===== src/rtl/mrte_pkg.sv =====
package mrte_pkg;

    typedef struct packed {
        logic [15:0] dest;
        logic [15:0] via;
        logic [7:0]  hops;
        logic [7:0]  qual;
        logic [31:0] seen;
    } entry_t;

    // per-cycle shift control shared by every cell of the ring
    typedef struct packed {
        logic rotate;  // whole ring moves one place toward the head
        logic drop;    // only the cells in front of the drop point move
    } cell_ctl_t;

    typedef enum logic [1:0] {
        OP_PACKET  = 2'd0,
        OP_ADD     = 2'd1,
        OP_FIND    = 2'd2,
        OP_CLEANUP = 2'd3
    } opcode_t;

    typedef enum logic [1:0] {
        ST_OK       = 2'd0,
        ST_INVALID  = 2'd1,
        ST_NO_ROUTE = 2'd2,
        ST_FULL     = 2'd3
    } route_status_t;

    localparam logic [1:0] REG_OWN_ID   = 2'd0;
    localparam logic [1:0] REG_BCAST_ID = 2'd1;
    localparam logic [1:0] REG_TIMEOUT  = 2'd2;

    localparam logic [15:0] OWN_ID_RST   = 16'd1;
    localparam logic [15:0] BCAST_ID_RST = 16'hFFFF;
    localparam logic [31:0] TIMEOUT_RST  = 32'd300000;

endpackage


===== src/rtl/mrte_if.sv =====
interface mrte_req_if;
    logic        valid;
    logic        ready;
    logic [1:0]  opcode;
    logic [15:0] target_node;
    logic [15:0] next_hop_node;
    logic [7:0]  hop_count_in;
    logic [7:0]  link_quality;
    logic [31:0] current_time_ms;

    modport source (output valid, opcode, target_node, next_hop_node, hop_count_in,
                    link_quality, current_time_ms, input ready);
    modport sink   (input valid, opcode, target_node, next_hop_node, hop_count_in,
                    link_quality, current_time_ms, output ready);
endinterface

interface mrte_rsp_if;
    logic        valid;
    logic        ready;
    logic [1:0]  status;
    logic [15:0] route_via;
    logic [7:0]  route_hops;
    logic [4:0]  entry_count;

    modport source (output valid, status, route_via, route_hops, entry_count, input ready);
    modport sink   (input valid, status, route_via, route_hops, entry_count, output ready);
endinterface

interface mrte_cfg_if;
    logic        valid;
    logic        ready;
    logic [1:0]  index;
    logic [31:0] data;

    modport source (output valid, index, data, input ready);
    modport sink   (input valid, index, data, output ready);
endinterface


===== src/rtl/mrte_cell.sv =====
module mrte_cell
    import mrte_pkg::*;
(
    input  logic      clk,
    input  cell_ctl_t ctl,
    input  logic      in_front,
    input  entry_t    nbr,
    output entry_t    ent
);

    entry_t entry_reg;

    always_ff @(posedge clk)
    begin
        if (ctl.rotate || (ctl.drop && in_front))
        begin
            entry_reg <= nbr;
        end
    end

    assign ent = entry_reg;

endmodule


===== src/rtl/mesh_route_table_engine_unit.sv =====
// Distance-vector route table held in a ring of MAX_ENTRIES cells. Every
// operation rotates the ring once past the head cell in S_SCAN, then S_FIN writes
// the result to the output register once it is free; cleanup first passes through
// S_ALIGN, rotating once per expired route to realign the ring. One
// operation is in flight at a time; a result waits in the output register and a
// new request is taken meanwhile.
// Configuration writes are accepted every cycle and should be issued while idle.
module mesh_route_table_engine_unit
    import mrte_pkg::*;
#(
    parameter int MAX_ENTRIES = 16
)
(
    input  logic       clk,
    input  logic       rst_n,
    mrte_req_if.sink   req,
    mrte_rsp_if.source rsp,
    mrte_cfg_if.sink   cfg
);

    localparam int CW = $clog2(MAX_ENTRIES + 1);
    localparam logic [CW-1:0] LAST_STEP = CW'(MAX_ENTRIES - 1);

    typedef enum logic [1:0] {
        S_IDLE,
        S_SCAN,
        S_ALIGN,
        S_FIN
    } state_t;

    state_t      state_reg;
    logic [15:0] own_reg, bcast_reg;
    logic [31:0] timeout_reg;

    opcode_t     op_reg;
    logic [15:0] target_reg, hop_node_reg;
    logic [7:0]  hops_reg, qual_reg;
    logic [31:0] now_reg;

    logic [CW-1:0] count_reg, step_reg, drop_reg;
    logic          blended_reg, found_reg, inserted_reg;
    logic [15:0]   fvia_reg;
    logic [7:0]    fhops_reg;

    logic          rsp_valid_reg;
    route_status_t status_reg;
    logic [15:0]   via_out_reg;
    logic [7:0]    hops_out_reg;
    logic [CW-1:0] count_out_reg;

    entry_t    cells [MAX_ENTRIES];
    entry_t    head, tail;
    cell_ctl_t ctl;
    logic      head_valid, alive, add_en, blend_hit, dest_hit, better;
    logic [7:0] q_new;
    logic [9:0] blend_sum;
    logic       rsp_free;
    route_status_t status_next;

    assign head       = cells[0];
    assign head_valid = step_reg < count_reg;
    assign alive      = (now_reg - head.seen) < timeout_reg;
    assign q_new      = (op_reg == OP_PACKET) ? (8'd255 - hops_reg) : qual_reg;
    assign add_en     = ((op_reg == OP_PACKET) || (op_reg == OP_ADD)) && (target_reg != own_reg);
    assign blend_sum  = 10'(head.qual) * 10'd3 + 10'(q_new);
    assign rsp_free   = !rsp_valid_reg || rsp.ready;

    // head entry as it re-enters the ring at the tail
    always_comb
    begin
        tail      = head;
        blend_hit = (op_reg == OP_PACKET) && head_valid && !blended_reg
                    && (head.via == hop_node_reg);
        if (blend_hit)
        begin
            tail.qual = blend_sum[9:2];
        end
        dest_hit = add_en && head_valid && !found_reg && (head.dest == target_reg);
        better   = (hops_reg < tail.hops) || (q_new > tail.qual);
        if ((dest_hit && better)
            || (add_en && !found_reg && !inserted_reg && (step_reg == count_reg)))
        begin
            tail.dest = target_reg;
            tail.via  = hop_node_reg;
            tail.hops = hops_reg;
            tail.qual = q_new;
            tail.seen = now_reg;
        end
    end

    always_comb
    begin
        ctl.rotate = 1'b0;
        ctl.drop   = 1'b0;
        if (state_reg == S_SCAN)
        begin
            if ((op_reg == OP_CLEANUP) && head_valid && !alive)
            begin
                ctl.drop = 1'b1;
            end
            else
            begin
                ctl.rotate = 1'b1;
            end
        end
        else if (state_reg == S_ALIGN)
        begin
            ctl.rotate = 1'b1;
        end
    end

    for (genvar j = 0; j < MAX_ENTRIES; j++)
    begin : g_cell
        entry_t nbr;
        logic   front;
        if (j == MAX_ENTRIES - 1)
        begin : g_tail
            assign nbr = tail;
        end
        else
        begin : g_mid
            assign nbr = cells[j+1];
        end
        assign front = ((CW+1)'(j) + {1'b0, step_reg}) < (CW+1)'(MAX_ENTRIES);
        mrte_cell u_cell (
            .clk      (clk),
            .ctl      (ctl),
            .in_front (front),
            .nbr      (nbr),
            .ent      (cells[j])
        );
    end

    always_comb
    begin
        status_next = ST_OK;
        case (op_reg)
            OP_ADD:
            begin
                if (target_reg == own_reg)
                    status_next = ST_INVALID;
                else if (!found_reg && !inserted_reg)
                    status_next = ST_FULL;
            end
            OP_FIND:
            begin
                if ((target_reg != bcast_reg) && !found_reg)
                    status_next = ST_NO_ROUTE;
            end
            default: status_next = ST_OK;
        endcase
    end

    assign cfg.ready = 1'b1;

    always_ff @(posedge clk or negedge rst_n)
    begin
        if (!rst_n)
        begin
            own_reg   <= OWN_ID_RST;
            bcast_reg <= BCAST_ID_RST;
            timeout_reg <= TIMEOUT_RST;
        end
        else if (cfg.valid)
        begin
            case (cfg.index)
                REG_OWN_ID:   own_reg     <= cfg.data[15:0];
                REG_BCAST_ID: bcast_reg   <= cfg.data[15:0];
                REG_TIMEOUT:  timeout_reg <= cfg.data;
                default:      ;
            endcase
        end
    end

    always_ff @(posedge clk or negedge rst_n)
    begin
        if (!rst_n)
        begin
            state_reg     <= S_IDLE;
            count_reg     <= '0;
            step_reg      <= '0;
            drop_reg      <= '0;
            blended_reg   <= 1'b0;
            found_reg     <= 1'b0;
            inserted_reg  <= 1'b0;
            rsp_valid_reg <= 1'b0;
        end
        else
        begin
            if (rsp_valid_reg && rsp.ready && (state_reg != S_FIN))
            begin
                rsp_valid_reg <= 1'b0;
            end
            case (state_reg)
                S_IDLE:
                begin
                    if (req.valid)
                    begin
                        op_reg       <= opcode_t'(req.opcode);
                        target_reg   <= req.target_node;
                        hop_node_reg <= req.next_hop_node;
                        hops_reg     <= req.hop_count_in;
                        qual_reg     <= req.link_quality;
                        now_reg      <= req.current_time_ms;
                        step_reg     <= '0;
                        drop_reg     <= '0;
                        blended_reg  <= 1'b0;
                        found_reg    <= 1'b0;
                        inserted_reg <= 1'b0;
                        state_reg    <= S_SCAN;
                    end
                end
                S_SCAN:
                begin
                    if (blend_hit)
                        blended_reg <= 1'b1;
                    if (dest_hit)
                        found_reg <= 1'b1;
                    if (add_en && !found_reg && !inserted_reg && (step_reg == count_reg))
                        inserted_reg <= 1'b1;
                    if ((op_reg == OP_FIND) && head_valid && !found_reg
                        && (head.dest == target_reg) && alive)
                    begin
                        found_reg <= 1'b1;
                        fvia_reg  <= head.via;
                        fhops_reg <= head.hops;
                    end
                    if (ctl.drop)
                        drop_reg <= drop_reg + 1'b1;
                    if (step_reg == LAST_STEP)
                    begin
                        step_reg <= '0;
                        if ((op_reg == OP_CLEANUP) && ((drop_reg != '0) || ctl.drop))
                            state_reg <= S_ALIGN;
                        else
                            state_reg <= S_FIN;
                    end
                    else
                    begin
                        step_reg <= step_reg + 1'b1;
                    end
                end
                S_ALIGN:
                begin
                    if (step_reg == drop_reg - 1'b1)
                    begin
                        step_reg  <= '0;
                        state_reg <= S_FIN;
                    end
                    else
                    begin
                        step_reg <= step_reg + 1'b1;
                    end
                end
                S_FIN:
                begin
                    if (rsp_free)
                    begin
                        rsp_valid_reg <= 1'b1;
                        status_reg    <= status_next;
                        via_out_reg   <= '0;
                        hops_out_reg  <= '0;
                        if (op_reg == OP_FIND)
                        begin
                            if (target_reg == bcast_reg)
                            begin
                                via_out_reg <= bcast_reg;
                            end
                            else if (found_reg)
                            begin
                                via_out_reg  <= fvia_reg;
                                hops_out_reg <= fhops_reg;
                            end
                        end
                        if (op_reg == OP_CLEANUP)
                        begin
                            count_reg     <= count_reg - drop_reg;
                            count_out_reg <= count_reg - drop_reg;
                        end
                        else if (inserted_reg)
                        begin
                            count_reg     <= count_reg + 1'b1;
                            count_out_reg <= count_reg + 1'b1;
                        end
                        else
                        begin
                            count_out_reg <= count_reg;
                        end
                        state_reg <= S_IDLE;
                    end
                end
                default: state_reg <= S_IDLE;
            endcase
        end
    end

    assign req.ready       = (state_reg == S_IDLE);
    assign rsp.valid       = rsp_valid_reg;
    assign rsp.status      = status_reg;
    assign rsp.route_via   = via_out_reg;
    assign rsp.route_hops  = hops_out_reg;
    assign rsp.entry_count = 5'(count_out_reg);

endmodule


===== src/flat_wrapper.sv =====
// flat-port wrapper written by rule: the top's interface ports become plain ports
module mesh_route_table_engine_unit_flat import mrte_pkg::*;
#(
    parameter int MAX_ENTRIES = 16
)
  (clk, rst_n, req_valid, req_opcode, req_target_node, req_next_hop_node, req_hop_count_in, req_link_quality, req_current_time_ms, req_ready, rsp_valid, rsp_status, rsp_route_via, rsp_route_hops, rsp_entry_count, rsp_ready, cfg_valid, cfg_index, cfg_data, cfg_ready);
  mrte_req_if req_i ();
  mrte_rsp_if rsp_i ();
  mrte_cfg_if cfg_i ();
  input  logic clk;
  input  logic rst_n;
  input wire logic [$bits(req_i.valid)-1:0] req_valid;
  input wire logic [$bits(req_i.opcode)-1:0] req_opcode;
  input wire logic [$bits(req_i.target_node)-1:0] req_target_node;
  input wire logic [$bits(req_i.next_hop_node)-1:0] req_next_hop_node;
  input wire logic [$bits(req_i.hop_count_in)-1:0] req_hop_count_in;
  input wire logic [$bits(req_i.link_quality)-1:0] req_link_quality;
  input wire logic [$bits(req_i.current_time_ms)-1:0] req_current_time_ms;
  output wire logic [$bits(req_i.ready)-1:0] req_ready;
  output wire logic [$bits(rsp_i.valid)-1:0] rsp_valid;
  output wire logic [$bits(rsp_i.status)-1:0] rsp_status;
  output wire logic [$bits(rsp_i.route_via)-1:0] rsp_route_via;
  output wire logic [$bits(rsp_i.route_hops)-1:0] rsp_route_hops;
  output wire logic [$bits(rsp_i.entry_count)-1:0] rsp_entry_count;
  input wire logic [$bits(rsp_i.ready)-1:0] rsp_ready;
  input wire logic [$bits(cfg_i.valid)-1:0] cfg_valid;
  input wire logic [$bits(cfg_i.index)-1:0] cfg_index;
  input wire logic [$bits(cfg_i.data)-1:0] cfg_data;
  output wire logic [$bits(cfg_i.ready)-1:0] cfg_ready;
  assign req_i.valid = req_valid;
  assign req_i.opcode = req_opcode;
  assign req_i.target_node = req_target_node;
  assign req_i.next_hop_node = req_next_hop_node;
  assign req_i.hop_count_in = req_hop_count_in;
  assign req_i.link_quality = req_link_quality;
  assign req_i.current_time_ms = req_current_time_ms;
  assign req_ready = req_i.ready;
  assign rsp_valid = rsp_i.valid;
  assign rsp_status = rsp_i.status;
  assign rsp_route_via = rsp_i.route_via;
  assign rsp_route_hops = rsp_i.route_hops;
  assign rsp_entry_count = rsp_i.entry_count;
  assign rsp_i.ready = rsp_ready;
  assign cfg_i.valid = cfg_valid;
  assign cfg_i.index = cfg_index;
  assign cfg_i.data = cfg_data;
  assign cfg_ready = cfg_i.ready;
  mesh_route_table_engine_unit #(.MAX_ENTRIES(MAX_ENTRIES)) u_core (.clk(clk), .rst_n(rst_n), .req(req_i), .rsp(rsp_i), .cfg(cfg_i));
endmodule

===== config.mk =====
export PLATFORM = sky130hd
export DESIGN_NAME = mesh_route_table_engine_unit_flat
export DESIGN_NICKNAME = d
export VERILOG_FILES = /design/src/rtl/mrte_pkg.sv /design/src/rtl/mrte_if.sv /design/src/rtl/mrte_cell.sv /design/src/rtl/mesh_route_table_engine_unit.sv /design/src/flat_wrapper.sv
export SDC_FILE = /design/constraint.sdc
export NUM_CORES = 1
export LEC_CHECK = 0
export ABC_AREA = 1
export BUFFER_PORTS_ARGS = -buffer_cell sky130_fd_sc_hd__buf_4
export CORE_MARGIN = 1
export CORE_UTILIZATION = 36
export DETAILED_ROUTE_END_ITERATION = 10
export MAX_ROUTING_LAYER = met4
export PLACE_DENSITY = 0.56
export SYNTH_ARGS = -nofsm -noshare
export SYNTH_HDL_FRONTEND = slang
export SYNTH_SLANG_ARGS = --single-unit

===== constraint.sdc =====
create_clock -name clk -period 23.4 [get_ports clk]
set_clock_uncertainty 0.2 [all_clocks]
set_input_delay 1.17 -clock clk [delete_from_list [all_inputs] [get_ports clk]]
set_output_delay 1.17 -clock clk [all_outputs]
set_load 0.005 [all_outputs]

# == Yosys cells after proc, flatten, opt, wreduce, memory -nomap -nowiden ==
# Index checks and enable logic that the tools add are counted.
# W data, S select, Z words.
# op_classes
n_addsub,23
mux,39
n_lt_le_gt_ge,20
reduce_logical,84
eq_ne,26
bitwise,2
multipliers,1
# ops
cell,count
$lt A6 B5 Y1 const B,15
$mux W80,1
$eq A16 B16 Y1,4
$add A4 B5 Y6 const A,8
$logic_and A1 B1 Y1,38
$lt A32 B32 Y1,1
$mux W16,2
$ne A16 B16 Y1,2
$sub A32 B32 Y32,1
$mux W5,6
$add A3 B5 Y6 const A,4
$logic_or A1 B1 Y1,21
$reduce_and A3 Y1,7
$mux W8,2
$add A5 B1 Y5 const B,3
$pmux W5 S3,1
$mux W1,14
$mux W2,7
$add A2 B5 Y6 const A,2
$add A10 B8 Y10,1
$eq A2 B2 Y1 const B,5
$eq A5 B5 Y1,2
$mul A8 B2 Y10 const B,1
$ne A2 B2 Y1 const B,5
25 further kinds,42
# totals
elab_cells,298
reg_bits,1502
in_bits,121
out_inout_bits,34

# == Longest topological paths before layout ==
# Gate-level depths: netlist of the first run.
# logic_depth
word_depth,11
ltp_mapped,33
mapped_depth_nobuf,30

# == Hierarchy ==
# A second synthesis of the first run with hierarchy kept.
# unflattened
hier_cells,3044
hier_area_um2,52889.5
# modules_own_cells
module,area_each_um2,seq_area_each_um2,cells_per_inst,instances
mrte_cell,2413.6,2402.3,83,16
mesh_route_table_engine_unit,14272.4,6272.3,1716,1

# == Least setup slack after synthesis of the first run ==
# Ideal clock, no wire load.
# synth_path
path_type,register to register
from,reg u_core.now_reg[0]
to,"reg u_core.g_cell[15].u_cell.entry_reg, in the netlist u_core.g_cell[15].u_cell.ent[0] (enable)"
required_ps,22655
setup_ps,545
synth_period_minus_slack_ps,7721
stages_incl_launch_ff,23
slack_ps,15679
path_buffers,1
t_arrival_ps,6976
cell_sequence,edfxtp_1 > inv_1 > ha_1 > inv_1 > fa_1 > nand3_1 > nand2_1 > a21boi_0 > o21ai_0 > nand2_1 > nand2_1 > a21oi_1 > xnor2_1 > ha_1 > nand2_1 > o21a_1 > a21oi_1 > nor2_1 > nand2_1 > nand2_1 > nor2_2 > buf_2 > a21oi_1
# synth_via
elab_chain_len,8
word_cells_on_any_way,10
classes_between,1 x add/sub; 1 x order compare; 4 x mux; 4 x reduce/logical
# synth_rtl
item,line,source
from (decl),mesh_route_table_engine_unit.sv:38,logic [31:0] now_reg;
from (signal assigned),mesh_route_table_engine_unit.sv:204,now_reg <= req.current_time_ms;
$sub A32 B32 Y32 *,mesh_route_table_engine_unit.sv:62,assign alive = (now_reg - head.seen) < timeout_reg;
$lt A32 B32 Y1 *,mesh_route_table_engine_unit.sv:62,
$logic_not A1 Y1 *,mesh_route_table_engine_unit.sv:97,if ((op_reg == OP_CLEANUP) && head_valid && !alive)
$logic_and A1 B1 Y1 *,mesh_route_table_engine_unit.sv:97,
$mux W1,mesh_route_table_engine_unit.sv:97,
$mux W1,mesh_route_table_engine_unit.sv:95,if (state_reg == S_SCAN)
$logic_and A1 B1 Y1,mrte_cell.sv:15,if (ctl.rotate || (ctl.drop && in_front))
$logic_or A1 B1 Y1 *,mrte_cell.sv:15,
to (signal assigned),mrte_cell.sv:17,entry_reg <= nbr;
to (decl),mrte_cell.sv:11,entry_t entry_reg;
# Every way passes the cells marked *; elsewhere a longest branch is shown, timed or not.
# A chain may end at the register's enable or synchronous reset.

# == Final worst setup path of the first run ==
# layout_path
from,reg u_core.now_reg[0]
to,"reg u_core.g_cell[0].u_cell.entry_reg, in the netlist u_core.g_cell[0].u_cell.ent[62] (enable)"
# layout_via
elab_chain_len,8
word_cells_on_any_way,10
classes_between,1 x add/sub; 1 x order compare; 4 x mux; 4 x reduce/logical
# layout_rtl
item,line
$sub A32 B32 Y32 *,mesh_route_table_engine_unit.sv:62
$lt A32 B32 Y1 *,mesh_route_table_engine_unit.sv:62
$logic_not A1 Y1 *,mesh_route_table_engine_unit.sv:97
$logic_and A1 B1 Y1 *,mesh_route_table_engine_unit.sv:97
$mux W1,mesh_route_table_engine_unit.sv:97
$mux W1,mesh_route_table_engine_unit.sv:95
$logic_and A1 B1 Y1,mrte_cell.sv:15
$logic_or A1 B1 Y1 *,mrte_cell.sv:15
to (signal assigned),mrte_cell.sv:17
to (decl),mrte_cell.sv:11
# Marked as above.

==> key figures, run 1 <==
Global route
  • GRT busiest layer: met2
  • Largest net degree at the start of global routing: 73
  • Met1 GRT Util: 22.87%
  • Initial antenna violation count: 12
  • Vias in the first global route: 24650
  • GR Layer Usage met2: 23.58%
  • Residual overflow from global routing: 0
  • Overall Global Routing Usage: 16.29%
  • First-pass GRT wire length: 168000 um
  • Met3 usage: 4.199%

Synth
  • Post-Syn Area per Cell: 17.47 sq um
  • Unique masters post-synth: 45
  • Async SR Flop Fraction: 5.659%
  • Mapped cell area: 0.05288 sq mm
  • Number of synthesized flops with an enable pin: 1417
  • Mapped Cells: 3027
  • Yosys reg bits: 1502
  • Synth area leader: edfxtp_1
  • Area contributors post-synth: edfxtp_1 80%, dfrtp_1 2.8%, nand2_1 2.8%, ha_1 2.6%, inv_1 1.7%
  • Mapped Nets: 3267
  • Synth top area share: 80.47%
  • Top FF cell, synth: edfxtp_1
  • Yosys warns: 0
  • Sequential share of the synthesized area: 84.55%

Timing
  • Worst-Margin Slew: 1.173 ns
  • Setup_tns: 0 ns
  • Final Max Tran Viols: 0
  • Final Hold Vio Count: 0
  • Min cycle time layout: 7.455 ns
  • RSZ-0062 raised after global routing: no
  • Hold slack: 0.1992 ns
  • Final setup viols: 0
  • Slew headroom: 21.80%
  • Crit share post-route: 31.86%
  • FMAX: 134.1 MHz

Critical path
  • Critical R2R Launch: u_core.now_reg[0]$_DFFE_PP_
  • Worst EP required: 23.59 ns
  • Flop-to-flop setup slack: 15.94 ns
  • Setup crit end kind: flip-flop
  • Setup CP Type: flip-flop to flip-flop
  • CP top delay family: simple AND/OR/NAND/NOR gates
  • Crit path max fanout: 49
  • WP data arrival: 7.65 ns
  • Worst path max stage delay: 0.70 ns
  • CP cell instances: inv_1 > ha_1 > inv_1 > fa_1 > nand3_1 > nand2_1 > a21boi_0 > nor2_1 > o21a_1 > a21oi_1 > xnor2_1 > ha_1 > nand2_1 > nor2_1 > nand2_1 > nor4_1 > nand2_1 > nand2_1 > nand2_1 > nor2_2 > or2_2 > nand2_4 > buf_4
  • CP max-delay cell: or2_2
  • Critical path's most frequent cell: nand2_1
  • Capturing point of the worst reg2reg path: u_core.g_cell[0].u_cell.ent[62]$_DFFE_PP_
  • Cell count of the worst reg-to-reg path: 23
  • CP Buf/Inv Count: 3
  • Startpoint Class: flip-flop

Clock network
  • CTS Buf Count: 151
  • Clock transition at path regs: 0.06 ns
  • Postcts setup bufs: 0
  • Cts hold-fix bufs: 0
  • Clk_lat worst skew: 0.77 ns
  • Clock root cell: clkbuf_16
  • Clock buffer depth: 3
  • Post-CTS Resized: 0
  • H-tree levels: 4
  • CTS tree: done
  • Clock Sinks: 1502

Placed design
  • Placer Congestion: 0.8671
  • Dpl cell area: 0.05654 sq mm
  • Hpwl dp: 75490 um
  • # placed instances: 5075
  • I/O Buffers: 153

Route
  • Number of remaining DRC errors: 0
  • Initial DRC count: 2279
  • Final WL: 116700 um
  • Vias: 25240
  • Via-to-Cell Ratio: 4.715
  • Pre-Repair DR Iteration Count: 5
  • Routed wire length per instance: 21.80 um
  • Final ANT Viol Nets: 0

Cells and area
  • Finished Cell Area: 0.06153 sq mm
  • Area Overhead vs Synth: 16.35%
  • Final Non-Filler Cells: 5353
  • Final core occ: 42.22%
  • Max reg flops: 1280
  • Ratio of cells with drive above 1 in the final layout: 13.52%
  • Nets@finish: 3551
  • # fillers: 12890

Die
  • Core area: 0.1457 sq mm
  • FP Rows: 140
  • # IOs: 155
  • Die height: 385.3 um
  • Die span in x: 385.3 um
  • Initial Util: 36.28%
  • Die area: 0.1484 sq mm

Outcome
  • Outcome: completed

Power
  • Power Density: 162.3 mW/mm^2
  • Sequential power share: 54.9%
  • Worst VDD drop: 0.1054 mV
  • Leak Pwr: 0.02225 uW
  • Share of power burned in the clock network: 24.3%
  • Switching power: 3095 uW
  • Sw Share: 30.99%
  • Combinational share of power: 20.8%
  • Internal power: 6891 uW

Min path
  • Worst hold path type: flip-flop to flip-flop
  • Min-Delay Endpoint: u_core.g_cell[12].u_cell.ent[43]$_DFFE_PP_
  • Hold Crit Start: u_core.g_cell[13].u_cell.ent[43]$_DFFE_PP_
  • Hold Crit Depth: 0

Flow run
  • Max-cap violations: 0
placed cells by master, fill, tap and decap left out, drive strengths merged, types with 2 or more instances in the layout:
cell type,Yosys,routed
a31oi,3,3
o21a,7,7
nor2,137,137
o22ai,5,5
a21oi,103,103
edfxtp,1417,1417
nor4,4,4
o21bai,3,3
a21boi,2,2
nand4,26,26
nand3b,3,3
o21ai,193,193
xor2,56,56
nand2,401,401
diode,0,4
buf,18,180
nor3,13,13
clkinv,4,58
dfstp,25,25
clkinvlp,0,3
a211oi,4,4
bufinv,0,17
o211ai,3,3
ha,109,109
inv,241,250
nand3,82,82
fa,10,10
dfrtp,60,60
or2,12,12
xnor2,44,44
o31ai,2,2
a21o,3,3
clkbuf,31,191
stage by stage:
step	setup WS [ns]	power, uW
final	15.94	9986
after global routing	15.51	10510
after CTS	15.85	10140
after detailed placement	15.89	7666
after global placement	16.03	7605
after floorplan	15.68	6674
synthesized netlist by cell type (5+ instances only):
cell type	count
edfxtp_1	1417
inv_1	240
xor2_1	56
clkbuf_1	31
nor3_1	13
nand4_1	25
fa_1	10
o21a_1	7
o21ai_0	177
xnor2_1	44
ha_1	109
buf_6	5
o22ai_1	5
dfstp_2	25
nand3_1	82
or2_2	12
o21ai_1	16
nand2_1	398
nor2_1	135
dfrtp_1	60
buf_2	8
a21oi_1	103
cell families after synthesis:
kind of cell,count (synthesis),synth area share [%]
flops,1502,84.55
simple gates,679,5.324
compound gates,332,3.303
buf+inv,294,2.205
fa+ha+maj,119,2.958
xor+xnor,100,1.656
other cells,1,0.007091
routing by layer:
metal  routed length, um  up-vias
met1               54020    12740
met2               52280      735
met5                   0        -
li1                    -    11600
met3                8228      164
met4                2160        0
how the worst max path moves through the flow:
stage,start,to,slack (ns),cells after the start
finish,u_core.now_reg[0]$_DFFE_PP_,u_core.g_cell[0].u_cell.ent[62]$_DFFE_PP_,15.94,23
floorplan,u_core.now_reg[0]$_DFFE_PP_,u_core.g_cell[15].u_cell.ent[0]$_DFFE_PP_,15.68,22
CTS,u_core.now_reg[0]$_DFFE_PP_,u_core.g_cell[0].u_cell.ent[62]$_DFFE_PP_,15.85,23
global placement,u_core.now_reg[0]$_DFFE_PP_,u_core.g_cell[0].u_cell.ent[52]$_DFFE_PP_,16.03,23
global route,u_core.now_reg[0]$_DFFE_PP_,u_core.g_cell[0].u_cell.ent[63]$_DFFE_PP_,15.51,23
detailed placement,u_core.now_reg[0]$_DFFE_PP_,u_core.g_cell[0].u_cell.ent[52]$_DFFE_PP_,15.89,23
power by group through the flow:
stage	combinational, uW	sequential, uW	clock (uW)
after floorplan	1280	5390	0
after global placement	2120	5480	0
after detailed placement	2140	5530	0
after CTS	2150	5500	2490
after global routing	2320	5600	2590
final	2080	5480	2420
cell type report:
class / instances / area (sq um) / share of cell area, %
tap: 1917 / 2399 / 3.898
timing repair buffer: 180 / 1351 / 2.196
multi-input combinational: 1231 / 7163 / 11.64
antenna: 4 / 10.01 / 0.01627
sequential: 1502 / 44710 / 72.67
clock buffer: 191 / 4054 / 6.589
clock inverter: 83 / 919.6 / 1.495
inverter: 245 / 919.6 / 1.495
No activity file was read; power rests on OpenSTA's default activity.
==> run 2: changes to the inputs <==
--- a/config.mk
+++ b/config.mk
@@ -11,7 +11,7 @@
 export CORE_UTILIZATION = 36
 export DETAILED_ROUTE_END_ITERATION = 10
 export MAX_ROUTING_LAYER = met4
-export PLACE_DENSITY = 0.56
+export PLACE_DENSITY = 0.58
 export SYNTH_ARGS = -nofsm -noshare
 export SYNTH_HDL_FRONTEND = slang
 export SYNTH_SLANG_ARGS = --single-unit
==> constraint.sdc (replaced) <==
create_clock -name clk -period 6 [get_ports clk]
set_clock_uncertainty 0.2 [all_clocks]
set_input_delay 0.3 -clock clk [delete_from_list [all_inputs] [get_ports clk]]
set_output_delay 0.3 -clock clk [all_outputs]
set_load 0.005 [all_outputs]
==> run 2 against run 1 <==
Clock power increased to 3.7 times the previous value; first-iteration DRC count increased by 3.8%; setup slack got worse by 16 ns; sequential power increased to 3.9 times the previous value; via count increased by 2.5%; sequential cell count unchanged; count of clock-buffer cells in the layout decreased by 8; highest routed layer unchanged.
==> key figures, run 2 (synthesis gave the netlist of run 1 again) <==
Timing
  • Final Hold Vio Count: 0 (unchanged)
  • Slew headroom: 32.44% (was 21.80%)
  • RSZ-0062 raised after global routing: no (unchanged)
  • Crit share post-route: 95.29% (was 31.86%)
  • Final Max Tran Viols: 0 (unchanged)
  • FMAX: 174.9 MHz (was 134.1 MHz)
  • Min cycle time layout: 5.718 ns (was 7.455 ns)
  • Worst-Margin Slew: 1.013 ns (was 1.173 ns)
  • Setup_tns: 0 ns (unchanged)
  • Final setup viols: 0 (unchanged)

Die
  • Die area: 0.1484 sq mm (unchanged)
  • Die height: 385.3 um (unchanged)
  • Core area: 0.1457 sq mm (unchanged)
  • FP Rows: 140 (unchanged)
  • Die span in x: 385.3 um (unchanged)
  • Initial Util: 36.28% (unchanged)
  • # IOs: 155 (unchanged)

Route
  • Vias: 25860 (was 25240)
  • Via-to-Cell Ratio: 4.676 (was 4.715)
  • Final ANT Viol Nets: 0 (unchanged)
  • Final WL: 117500 um (was 116700 um)
  • Routed wire length per instance: 21.25 um (was 21.80 um)
  • Number of remaining DRC errors: 0 (unchanged)
  • Initial DRC count: 2365 (was 2279)
  • Pre-Repair DR Iteration Count: 7 (was 5)

Min path
  • Hold Crit Start: req_current_time_ms[10] (was u_core.g_cell[13].u_cell.ent[43]$_DFFE_PP_)
  • Worst hold path type: input port to flip-flop (was flip-flop to flip-flop)
  • Min-Delay Endpoint: u_core.now_reg[10]$_DFFE_PP_ (was u_core.g_cell[12].u_cell.ent[43]$_DFFE_PP_)
  • Hold Crit Depth: 2 (was 0)

Global route
  • Largest net degree at the start of global routing: 76 (was 73)
  • First-pass GRT wire length: 171500 um (was 168000 um)
  • Initial antenna violation count: 11 (was 12)
  • Residual overflow from global routing: 0 (unchanged)
  • Vias in the first global route: 25720 (was 24650)
  • Overall Global Routing Usage: 16.45% (was 16.29%)

Power
  • Leak Pwr: 0.02300 uW (was 0.02225 uW)
  • Total power: 38910 uW (was 9986 uW)
  • Power Density: 614.4 mW/mm^2 (was 162.3 mW/mm^2)
  • Worst VDD drop: 0.6689 mV (was 0.1054 mV)

Clock network
  • H-tree levels: 4 (unchanged)
  • CTS Buf Count: 148 (was 151)
  • Clock transition at path regs: 0.06 ns (about the same)
  • Clock root cell: clkbuf_16 (unchanged)
  • CTS tree: done (unchanged)
  • Clock buffer depth: 3 (unchanged)
  • Clk_lat worst skew: 0.77 ns (about the same)
  • Postcts setup bufs: 0 (unchanged)
  • Clock Sinks: 1502 (unchanged)

Cells and area
  • Most common cell after layout, fill and taps aside: edfxtp_1 (unchanged)
  • Ratio of cells with drive above 1 in the final layout: 13.88% (was 13.52%)
  • # fillers: 12700 (was 12890)
  • Nets@finish: 3729 (was 3551)
  • Max reg flops: 1280 (unchanged)
  • Final core occ: 43.45% (was 42.22%)
  • Area Overhead vs Synth: 19.76% (was 16.35%)
  • Most frequent cells in the layout: 1417 x edfxtp_1, 384 x nand2_1, 240 x inv_1 (unchanged)

Critical path
  • Capturing point of the worst reg2reg path: u_core.g_cell[0].u_cell.ent[0]$_DFFE_PP_ (was u_core.g_cell[0].u_cell.ent[62]$_DFFE_PP_)
  • CP top delay family: simple AND/OR/NAND/NOR gates (unchanged)
  • CP cell instances: inv_1 > ha_1 > inv_1 > fa_1 > nand3_1 > nand2_1 > a21boi_0 > o21ai_0 > nand2_1 > nand2_1 > a21oi_1 > xnor2_1 > ha_1 > nand2_1 > o21a_1 > a21oi_1 > nor2_1 > nand2_1 > nand2_1 > nor2_2 > or2_2 > nand2_4 > buf_12 (was inv_1 > ha_1 > inv_1 > fa_1 > nand3_1 > nand2_1 > a21boi_0 > nor2_1 > o21a_1 > a21oi_1 > xnor2_1 > ha_1 > nand2_1 > nor2_1 > nand2_1 > nor4_1 > nand2_1 > nand2_1 > nand2_1 > nor2_2 > or2_2 > nand2_4 > buf_4)
  • Startpoint Class: flip-flop (unchanged)
  • Worst path max stage delay: 0.58 ns (was 0.70 ns)
  • Setup crit end kind: flip-flop (unchanged)
  • Cell count of the worst reg-to-reg path: 23 (unchanged)
  • Critical path's most frequent cell: nand2_1 (unchanged)
  • CP max-delay cell: or2_2 (unchanged)
  • CP Buf/Inv Count: 3 (unchanged)
  • Crit path max fanout: 29 (was 49)
  • Worst EP required: 6.28 ns (was 23.59 ns)
  • WP data arrival: 6.00 ns (was 7.65 ns)
  • Cell count along the critical path: 23 (unchanged)
  • Flop-to-flop setup slack: 0.28 ns (was 15.94 ns)
  • Setup CP Type: flip-flop to flip-flop (unchanged)
  • Critical R2R Launch: u_core.now_reg[0]$_DFFE_PP_ (unchanged)

Placed design
  • Hpwl dp: 78290 um (was 75490 um)
  • I/O Buffers: 153 (unchanged)
  • Placer Congestion: 0.8703 (was 0.8671)

Flow run
  • Max-cap violations: 0 (unchanged)

Outcome
  • Outcome: completed (unchanged)
run 2: cell count changes in the layout (fill, tap and decap cells not counted), sizes merged:
cell / before / now
bufinv: 17 / 6
dlygate4sd3: 0 / 140
clkinv: 58 / 70
clkbuf: 191 / 183
clkinvlp: 3 / 9
inv: 250 / 247
buf: 180 / 221
run 2: final cells by class:
class / instances / area, sq um / area share, %
sequential: 1502 / 44710 / 70.60
multi-input combinational: 1231 / 7158 / 11.30
clock buffer: 183 / 3919 / 6.188
timing repair buffer: 361 / 3448 / 5.445
tap: 1917 / 2399 / 3.787
inverter: 245 / 919.6 / 1.452
clock inverter: 87 / 768.2 / 1.213
antenna: 4 / 10.01 / 0.01581
run 2: per-layer routing:
metal | share of wire (%) | track usage, % | vias up
met4 | 1.9 | 4.421 | 0
met1 | 48 | 23.60 | 13030
met2 | 45 | 23.98 | 699
met3 | 5.7 | 3.059 | 157
li1 | - | - | 11980
met5 | 0 | - | -
run 2: through the flow:
stage	hold slack [ns]	setup WS (ns)	area, sq um	instances
2_1_floorplan	-0.1956	-0.08013	52890	3027
3_3_place_gp	0.04942	0.4038	57210	5115
3_5_place_dp	0.05589	0.3815	57210	5115
4_1_cts	0.001225	0.3251	63320	5526
5_1_grt	0.02817	0.02763	63330	5530
6_report	0.05988	0.2825	63330	5530
run 2: how the worst max path moves through the flow:
stage | startpoint | slack (ns) | to
3_3_place_gp | u_core.now_reg[0]$_DFFE_PP_ | 0.40 | u_core.g_cell[0].u_cell.ent[54]$_DFFE_PP_
6_report | u_core.now_reg[0]$_DFFE_PP_ | 0.28 | u_core.g_cell[0].u_cell.ent[0]$_DFFE_PP_
5_1_grt | u_core.op_reg[0]$_DFFE_PP_ | 0.03 | u_core.g_cell[15].u_cell.ent[19]$_DFFE_PP_
4_1_cts | u_core.now_reg[0]$_DFFE_PP_ | 0.33 | u_core.g_cell[0].u_cell.ent[53]$_DFFE_PP_
3_5_place_dp | u_core.now_reg[0]$_DFFE_PP_ | 0.38 | u_core.g_cell[0].u_cell.ent[54]$_DFFE_PP_
2_1_floorplan | u_core.now_reg[0]$_DFFE_PP_ | -0.08 | u_core.g_cell[15].u_cell.ent[0]$_DFFE_PP_
run 2: timing repair:
item	CTS	global route
endpoints found under the hold margin	195	0
setup endpoints to repair	0	38
hold buffers	141	0
resized for setup	0	1
run 2: where the power goes:
group / switching, uW / internal (uW) / leakage (uW)
sequential: 1870 / 19500 / 0.0146
combinational: 6260 / 2390 / 0.00608
clock: 3920 / 4960 / 0.00227
